## src/rtl/pgs_pkg.sv

```systemverilog
// Package: shared types, constants and helpers of the grid smoothing block
`default_nettype none
package pgs_pkg;
  localparam int MAX_ROWS  = 64;
  localparam int MAX_COLS  = 64;
  localparam int DEPTH     = MAX_ROWS * MAX_COLS;
  localparam int ADDR_W    = (DEPTH > 1) ? $clog2(DEPTH) : 1;

  localparam int DATA_W    = 32;
  localparam int ROW_W     = 6;
  localparam int COL_W     = 6;
  localparam int CFG_W     = 7;
  localparam int CRD_W     = CFG_W;
  localparam int CFG_IDX_W = 2;
  localparam int ACC_W     = DATA_W + 4;
  localparam int DIV_SHIFT = 4;
  localparam int CTR_SHIFT = 3;
  localparam int TAP_W     = 4;

  localparam logic [DATA_W-1:0] BIAS = {1'b1, {(DATA_W-1){1'b0}}};

  localparam logic [CFG_IDX_W-1:0] REG_ROWS = 2'd0;
  localparam logic [CFG_IDX_W-1:0] REG_COLS = 2'd1;

  localparam logic FUNC_WR = 1'b0;
  localparam logic FUNC_RD = 1'b1;

  localparam logic [CFG_W-1:0] RST_ROWS = 7'd64;
  localparam logic [CFG_W-1:0] RST_COLS = 7'd64;

  localparam logic [TAP_W-1:0] TAP_CTR = 4'd0;
  localparam logic [TAP_W-1:0] TAP_UP  = 4'd1;
  localparam logic [TAP_W-1:0] TAP_DN  = 4'd2;
  localparam logic [TAP_W-1:0] TAP_LF  = 4'd3;
  localparam logic [TAP_W-1:0] TAP_RT  = 4'd4;
  localparam logic [TAP_W-1:0] TAP_UL  = 4'd5;
  localparam logic [TAP_W-1:0] TAP_DL  = 4'd6;
  localparam logic [TAP_W-1:0] TAP_UR  = 4'd7;
  localparam logic [TAP_W-1:0] TAP_DR  = 4'd8;
  localparam logic [TAP_W-1:0] TAP_LAST = TAP_DR;

  typedef struct packed {
    logic                     func;
    logic [ROW_W-1:0]         row;
    logic [COL_W-1:0]         col;
    logic signed [DATA_W-1:0] sample;
  } pgs_in_t;

  typedef struct packed {
    logic signed [DATA_W-1:0] smoothed;
    logic                     addr_error;
  } pgs_out_t;

  typedef struct packed {
    logic             take;
    logic             nbr;
    logic             wr;
    logic             rd;
    logic [TAP_W-1:0] tap;
    logic             clr;
    logic             load;
  } pgs_cmd_t;

  typedef struct packed {
    logic is_read;
    logic in_range;
    logic out_free;
  } pgs_sts_t;

  function automatic logic [CFG_W-1:0] clamp_size(input logic [CFG_W-1:0] v,
                                                   input int unsigned maxv);
    logic [CFG_W-1:0] res;
    res = v;
    if (v == '0) begin
      res = CFG_W'(1);
    end else if (32'(v) > maxv) begin
      res = CFG_W'(maxv);
    end
    return res;
  endfunction
endpackage
`default_nettype wire

```

## src/rtl/pgs_ctrl.sv

```systemverilog
// Controller: sequences write, range check, nine cell fetches and result load
`default_nettype none
module pgs_ctrl (
  input  wire logic              clk,
  input  wire logic              rst_n,
  input  wire logic              in_valid,
  output logic                   in_stall,
  input  wire pgs_pkg::pgs_sts_t sts,
  output pgs_pkg::pgs_cmd_t      cmd
);
  localparam logic [2:0] ST_IDLE  = 3'd0;
  localparam logic [2:0] ST_DEC   = 3'd1;
  localparam logic [2:0] ST_FETCH = 3'd2;
  localparam logic [2:0] ST_DRAIN = 3'd3;
  localparam logic [2:0] ST_RES   = 3'd4;

  logic [2:0]                state_r, state_nxt;
  logic [pgs_pkg::TAP_W-1:0] tap_r, tap_nxt;

  always_ff @(posedge clk) begin
    if (!rst_n) begin
      state_r <= ST_IDLE;
      tap_r   <= pgs_pkg::TAP_CTR;
    end else begin
      state_r <= state_nxt;
      tap_r   <= tap_nxt;
    end
  end

  assign in_stall = (state_r != ST_IDLE);

  always_comb begin
    state_nxt = state_r;
    tap_nxt   = tap_r;
    cmd       = '0;
    cmd.tap   = tap_r;
    case (state_r)
      ST_IDLE: begin
        if (in_valid) begin
          cmd.take  = 1'b1;
          state_nxt = ST_DEC;
        end
      end
      ST_DEC: begin
        if (!sts.is_read) begin
          cmd.wr    = sts.in_range;
          state_nxt = ST_IDLE;
        end else if (!sts.in_range) begin
          state_nxt = ST_RES;
        end else begin
          cmd.nbr   = 1'b1;
          cmd.clr   = 1'b1;
          tap_nxt   = pgs_pkg::TAP_CTR;
          state_nxt = ST_FETCH;
        end
      end
      ST_FETCH: begin
        cmd.rd  = 1'b1;
        tap_nxt = tap_r + pgs_pkg::TAP_W'(1);
        if (tap_r == pgs_pkg::TAP_LAST) begin
          state_nxt = ST_DRAIN;
        end
      end
      ST_DRAIN: begin
        state_nxt = ST_RES;
      end
      ST_RES: begin
        if (sts.out_free) begin
          cmd.load  = 1'b1;
          state_nxt = ST_IDLE;
        end
      end
      default: begin
        state_nxt = ST_IDLE;
      end
    endcase
  end
endmodule
`default_nettype wire

```

## config.mk

```make
export PLATFORM = sky130hd
export DESIGN_NAME = pgs_ctrl
export DESIGN_NICKNAME = d
export VERILOG_FILES = /design/src/rtl/pgs_pkg.sv /design/src/rtl/pgs_ctrl.sv
export SDC_FILE = /design/constraint.sdc
export NUM_CORES = 1
export LEC_CHECK = 0
export BUFFER_PORTS_ARGS = -buffer_cell sky130_fd_sc_hd__buf_2
export CORE_AREA = 2 2 39 41
export DETAILED_ROUTE_END_ITERATION = 8
export DIE_AREA = 0 0 41 43
export HOLD_SLACK_MARGIN = 0.05
export PLACE_DENSITY_LB_ADDON = 0.2
export SYNTH_ARGS = -nofsm -noshare
export SYNTH_HDL_FRONTEND = slang
export SYNTH_SLANG_ARGS = --single-unit
```

## constraint.sdc

```tcl
create_clock -name clk -period 1.7 [get_ports clk]
set_clock_uncertainty 0.05 [all_clocks]
set_input_delay 0.17 -clock clk [delete_from_list [all_inputs] [get_ports clk]]
set_output_delay 0.17 -clock clk [all_outputs]
set_load 0.005 [all_outputs]
```

* Word level (Yosys, flattened, before mapping)
Index checks and enable logic that the tools add are counted.
** Operators by class
- $add $sub $neg :: 1
- Reduce and logical (&&, ||, !) cells :: 5
- Equality and inequality tests :: 10
- Muxes and demuxes :: 19
** Operators with widths (count)
- $mux W3 :: 5
- $pmux W3 S5 :: 1
- $ne A2 B2 Y1 const B :: 5
- $mux W1 :: 9
- $mux W4 :: 2
- $pmux W4 S2 :: 1
- $eq A3 B2 Y1 const B :: 2
- $reduce_and A3 Y1 :: 2
- $add A4 B1 Y4 const B :: 1
- $eq A4 B4 Y1 const B :: 1
- $eq A3 B1 Y1 const B :: 1
- $eq A3 B3 Y1 const B :: 1
- $logic_not A3 Y1 :: 1
- $reduce_bool A3 Y1 :: 1
- $mux W2 :: 1
- $reduce_bool A2 Y1 :: 1
** Word-level totals
- Output and inout bits :: 11
- Flip-flop bits (word level) :: 7

* Logic depth before layout (Yosys ltp)
Gate-level depths: netlist of the first run.
- Word-level depth :: 3
- Gate-level depth with buffers :: 4

* Worst setup path before layout of the first run
Ideal clock, no wire load.
- Path kind :: register to output
- Start :: register state_r[0]
- End :: output port cmd[8] (netlist bit)
- Path slack :: 0.467 ns
- Required time :: 1.480 ns
- Path buffers :: 2
- Cell stages (with the launch flop) :: 5
- Data arrival time :: 1.013 ns
- Cell sequence :: dfxtp_1 buf_6 nand2_1 nor4b_2 buf_4
** RTL lines
- start, declared :: line pgs_ctrl.sv:17 : logic [2:0] state_r, state_nxt;
- start signal, assigned :: line pgs_ctrl.sv:25 : state_r <= state_nxt;
- end, declared :: line pgs_ctrl.sv:9 : output pgs_pkg::pgs_cmd_t cmd

==> results by group, run 1 <==
Status
  – Outcome: finished, final reports clean

Worst setup path
  – Worst setup EP type: primary output
  – CP Launch Type: flop
  – R2r setup slk: 0.36 ns
  – Capture point of the worst reg-to-reg path: tap_r[3]
  – Data required, critical path: 1.48 ns
  – CP Max Fanout: 12
  – Critical path type: flop to primary output
  – Critical Path AT: 1.36 ns
  – Critical Path, Cell by Cell: nor3b_4 -> buf_4 -> buf_2
  – Crit-path slowest cell: dfxtp_1
  – CP top delay family: flip-flops
  – Reg2Reg Launch Point: state_r[1]
  – CP max stage delay: 0.53 ns
  – Worst r2r path cells: 3
  – Critical path buffers and inverters: 2

Yosys
  – Syn Inst Count: 50
  – Post-synthesis sequential area ratio: 0.307
  – Number of distinct library cells after synthesis: 27
  – Mapped cell area: 457 µm²
  – Mean Syn Cell Area: 9.13 µm²
  – Seq cells post-synth: 7
  – Synth Warn #: 0
  – Post-Syn Nets: between 50 and 60

STA
  – Max Slew Vio Count: 0
  – Slew HR: 0.741
  – Final Cycle Share: 0.927
  – Hold Vio Cnt, Final: 0
  – RSZ-0062 raised after global routing: false
  – Min Tclk post-route: 1.58 ns
  – Worst slew pin tran: between 0.3 and 0.4 ns
  – Setup violations, final: 0
  – Worst setup slack after layout: around 0.12 ns
  – Setup TNS: 0 ns
  – Fmax: about 0.63 GHz

Drt
  – Drt pass-1 iters: 2
  – Detailed-route via count: roughly 430
  – Detailed Route WL: 975 µm
  – Vias/cell: about 5.2
  – Routed met3 length: 50 µm
  – Final ANT Viol Nets: 0
  – DRC: 0
  – Avg WL per Cell: around 12 µm
  – Max layer used: met4
  – Metal-1 WL: 460 µm
  – DR iter-0 viols: 2
  – Met2 wire len: around 450 µm

Run
  – Max capacitance violation total: 0

Floorplan
  – Initial Util: 0.330
  – Die area: 1760 µm²
  – Core ar.: between 1000 and 1500 µm²
  – Rows: 14
  – Ports: 17
  – Die width: 41 µm
  – Die H: 43 µm

Clocking
  – Max Root-Sink Buffers: 2
  – Worst skew pair latency: 0.27 ns
  – CTS H-tree lvls: 1
  – Total CTS buffers: 3
  – CTS tree: yes
  – Cts hold-fix bufs: 0
  – Root buffer cell: clkbuf_4
  – CTS clock-pin slew for the worst setup and hold paths: approximately 0.060 ns
  – CTS sink count: 7
  – Postcts setup bufs: 0

Worst hold path
  – Min-Delay Startpoint: sts[0]
  – Worst hold path endpoint: state_r[2]
  – HP Class: primary input to flop
  – Hold path cells: 3

Final layout
  – Net count, final: 76
  – Layout area overhead: 20.8%
  – Commonest non-fill, non-tap cell in the layout: buf_2
  – Antenna cells: 0
  – Cell area after layout: 552 µm²
  – Most frequent cells in the layout: buf_2 (16), dfxtp_1 (6), inv_1 (4), a21oi_1 (4)
  – Fill cells: between 150 and 200
  – Ratio of cells with drive above 1 in the final layout: 0.358

Power and ir drop
  – Peak VDD IR: roughly 0.34 mV
  – Logic pwr share: 0.106
  – Switching Power: 0.100 mW
  – P_int: ~0.28 mW
  – Reg power frac: 0.471
  – Clock network power share: 0.422
  – Total power: ~0.38 mW
  – PD cells: 681 nW/µm²
  – Leak: 0.240 nW
  – Sw frac: 0.267

Place
  – Dpl ws: 0.303 ns
  – Detailed placer's ending HPWL: 716 µm
  – Routability cong.: 0.779
  – Port Buffers: 16
  – Dpl cell area: approximately 520 µm²

Global route
  – Initial antenna violation count: 0
  – GRT Util Overall: 0.143
  – Pin count of the biggest net entering global routing: 13
  – First-pass GRT wire length: 1660 µm
  – Number of global-route vias before repair: between 300 and 400
  – Final global-route overflow total: 0
timing repair:
action | CTS | global route
setup endpoints to repair | 0 | 2
hold endpoints to repair | 0 | 0
resized for setup | 0 | 1
how the worst max path moves through the flow:
| stage | startpoint | endpoint | slack (ns) | cells past startpoint |
|---|---|---|---|---|
| 2_1_floorplan | state_r[0] | cmd[8] | 0.47 | 4 |
| 3_3_place_gp | state_r[0] | cmd[1] | 0.35 | 3 |
| 3_5_place_dp | state_r[0] | cmd[1] | 0.30 | 3 |
| 4_1_cts | state_r[0] | cmd[1] | 0.02 | 3 |
| 5_1_grt | state_r[1] | cmd[6] | 0.01 | 3 |
| 6_report | state_r[1] | cmd[6] | 0.12 | 3 |
routing by layer:
metal	track usage	vias to the layer above
met5	0	-
met4	0.0600	0
met3	0.0785	2
met2	0.181	9
met1	0.195	203
li1	-	218
cell usage after synthesis:
library cell  number  area [µm²]
nand3_1            2        10.0
o31ai_1            1        7.51
nor2_1             1        3.75
nand2b_1           2        12.5
ha_1               2        25.0
buf_4              1        7.51
dfxtp_1            7         140
or3_1              1        6.26
nor4bb_1           2        20.0
and2b_1            1        7.51
nor4b_2            1        15.0
inv_1              4        15.0
buf_6              3        33.8
nor4_1             1        6.26
nor2b_1            1        6.26
a41oi_1            1        8.76
nand3b_1           1        7.51
nand4b_1           2        17.5
and2_1             1        6.26
or4b_1             1        10.0
nand2_1            3        11.3
a22oi_1            1        7.51
a2111oi_0          1        8.76
o21ai_0            3        15.0
a21oi_1            4        20.0
a311oi_1           1        8.76
nor3b_4            1        18.8
worst reg2reg max path: stages, from the launching register on:
cell,delay [ns]
dfxtp_1,0.53
nor3b_4,0.30
a41oi_1,0.14
a311oi_1,0.24
logic make-up (layout without fill, tap and decap cells):
group,Yosys count,after routing,share of synthesized area
compound gates,12,12,0.167
fa+ha+maj,2,2,0.0548
buf+inv,8,25,0.123
flops,7,7,0.307
simple gates,21,21,0.348
metrics by stage:
stage,instances,util,hold slack [ns]
floorplan,50,-,0.242
global placement,79,0.378,0.407
detailed placement,79,0.378,0.407
CTS,83,0.398,0.140
global route,83,0.399,0.159
finish,83,0.399,0.141
state kept, by name, indices dropped and copies added, names as in the netlist:
name     count
tap_r        4
state_r      3
power by group through the flow:
| stage | registers, mW | logic (mW) | clock network [mW] |
|---|---|---|---|
| floorplan | 0.174 | 0.0313 | 0 |
| global placement | 0.180 | 0.0398 | 0 |
| detailed placement | 0.181 | 0.0403 | 0 |
| CTS | 0.177 | 0.0407 | 0.164 |
| global route | 0.179 | 0.0456 | 0.169 |
| finish | 0.177 | 0.0399 | 0.159 |
area by class of cell:
cell class / count / area, µm² / area share
clock buffer: 3 / 22.5 / 0.0408
clock inverter: 1 / 5.00 / 0.00907
inverter: 4 / 15.0 / 0.0272
multi-input combinational: 35 / 260 / 0.472
sequential: 7 / 141 / 0.256
tap: 16 / 20.0 / 0.0363
timing repair buffer: 17 / 87.6 / 0.159
No activity file was read; power rests on OpenSTA's default activity.
==> run 2, diff against run 1 <==
==> constraint.sdc (replaced) <==
create_clock -name clk -period 1.57 [get_ports clk]
set_clock_uncertainty 0.05 [all_clocks]
set_input_delay 0.0785 -clock clk [delete_from_list [all_inputs] [get_ports clk]]
set_output_delay 0.0785 -clock clk [all_outputs]
set_load 0.005 [all_outputs]
==> results by group, run 2 (synthesis results as in run 1) <==
Final layout
  – Largest Register: tap_r
  – Ratio of cells with drive above 1 in the final layout: 0.333
  – Max reg flops: 4
  – Layout area overhead: 18.9%
  – Net count, final: 75
  – Fill cells: ~150
  – Antenna cells: 0
  – Commonest non-fill, non-tap cell in the layout: buf_2
  – Most frequent cells in the layout: buf_2 (16), dfxtp_1 (6), inv_1 (4), a21oi_1 (4)
  – Largest regs: tap_r (4), state_r (3)

Run
  – Max capacitance violation total: 0

Drt
  – Detailed Route WL: 955 µm
  – Final ANT Viol Nets: 0
  – Avg WL per Cell: 11.6 µm
  – Drt pass-1 iters: 4
  – DR iter-0 viols: 8
  – DRC: 0
  – Detailed-route via count: about 440
  – Vias/cell: 5.39

Global route
  – GRT Util Overall: 0.129
  – First-pass GRT wire length: 1530 µm
  – Number of global-route vias before repair: 373
  – Initial antenna violation count: 0
  – Pin count of the biggest net entering global routing: 13
  – Final global-route overflow total: 0

Floorplan
  – Ports: 17
  – Core ar.: 1380 µm²
  – Die H: around 43 µm
  – Die width: 41 µm
  – Die area: 1760 µm²
  – Rows: 14
  – Initial Util: 0.330

Status
  – Outcome: finished, final reports clean

Worst setup path
  – Critical path type: flop to primary output
  – Worst setup EP type: primary output
  – Critical Path AT: 1.32 ns
  – Critical Path, Cell by Cell: or3_1 -> nor2_1 -> buf_2
  – Data required, critical path: 1.44 ns
  – CP Launch Type: flop
  – CP top delay family: simple AND/OR/NAND/NOR gates
  – CP Max Fanout: 11
  – Crit-path slowest cell: dfxtp_1
  – Critical path buffers and inverters: 1
  – CP max stage delay: 0.43 ns

Place
  – Port Buffers: 16
  – Detailed placer's ending HPWL: 694 µm
  – Routability cong.: approximately 0.8

Power and ir drop
  – Peak VDD IR: 0.353 mV
  – Leak: 0.232 nW
  – Total power: 0.405 mW
  – PD cells: 746 nW/µm²

STA
  – Setup violations, final: 0
  – Min Tclk post-route: 1.45 ns
  – Fmax: 0.691 GHz
  – Setup TNS: 0 ns
  – Worst slew pin tran: about 0.43 ns
  – Hold Vio Cnt, Final: 0
  – Final Cycle Share: 0.922
  – RSZ-0062 raised after global routing: false
  – Max Slew Vio Count: 0
  – Slew HR: 0.714

Worst hold path
  – HP Class: primary input to flop

Clocking
  – CTS sink count: 7
  – CTS clock-pin slew for the worst setup and hold paths: 0.05 ns
  – CTS H-tree lvls: 1
  – Worst skew pair latency: 0.26 ns
  – CTS tree: yes
  – Max Root-Sink Buffers: 2
  – Total CTS buffers: 3
  – Root buffer cell: clkbuf_4
  – Cts hold-fix bufs: 0
run 2: changes by cell type in the layout (fill, tap and decap cells not counted), sizes merged:
cell    delta
buf        -1
clkinv     -1
clkbuf     +1
run 2: per-stage QoR:
step                      cell area [µm²]  setup slack, ns  hold WS, ns   util  cells
after floorplan                       457            0.362        0.141      -     50
after global routing                  543           0.0244       0.0734  0.392     82
final                                 543            0.122       0.0500  0.392     82
after global placement                515            0.167        0.318  0.373     78
after CTS                             543            0.103       0.0563  0.392     82
after detailed placement              515            0.184        0.322  0.373     78
run 2: layer usage:
metal  share of wire  GRT usage  vias up
li1                -          -      216
met1            0.47      0.171      212
met2            0.46      0.178       11
met3           0.044     0.0366        3
met4           0.023     0.0800        0
met5               0          0        -
run 2: power by group:
group | switching, mW | internal (mW) | total [mW]
clock network | 0.0732 | 0.0974 | 0.171
logic | 0.0200 | 0.0220 | 0.0420
registers | 0.0103 | 0.182 | 0.192
run 2: path summary, 6_finish.rpt:
path,to,slack [ns],from,cells past startpoint
setup / recovery,cmd[9],0.12,state_r[2],3
hold / removal,state_r[2],0.05,sts[0],3
setup reg to reg,tap_r[3],0.17,state_r[1],3
hold reg to reg,tap_r[3],0.46,tap_r[3],1
run 2: cell type report:
type                    count  area (µm²)  area share
repair buffers             16        80.1       0.147
well taps                  16        20.0      0.0369
flip-flops and latches      7         141       0.260
inverters                   4        15.0      0.0276
multi-input cells          35         260       0.479
clock buffers               4        26.3      0.0484
run 2: worst register-to-register path, cell delays in order, from the launching register on:
cell and delay (ns):
dfxtp_1 0.53, nor3b_4 0.34, a41oi_1 0.15, a311oi_1 0.25
run 2: what timing repair did:
| action | 4_1_cts | 5_1_grt |
|---|---|---|
| endpoints found under the setup margin | 2 | 0 |
| setup buffers | 0 | 0 |
| resized for setup | 1 | 0 |
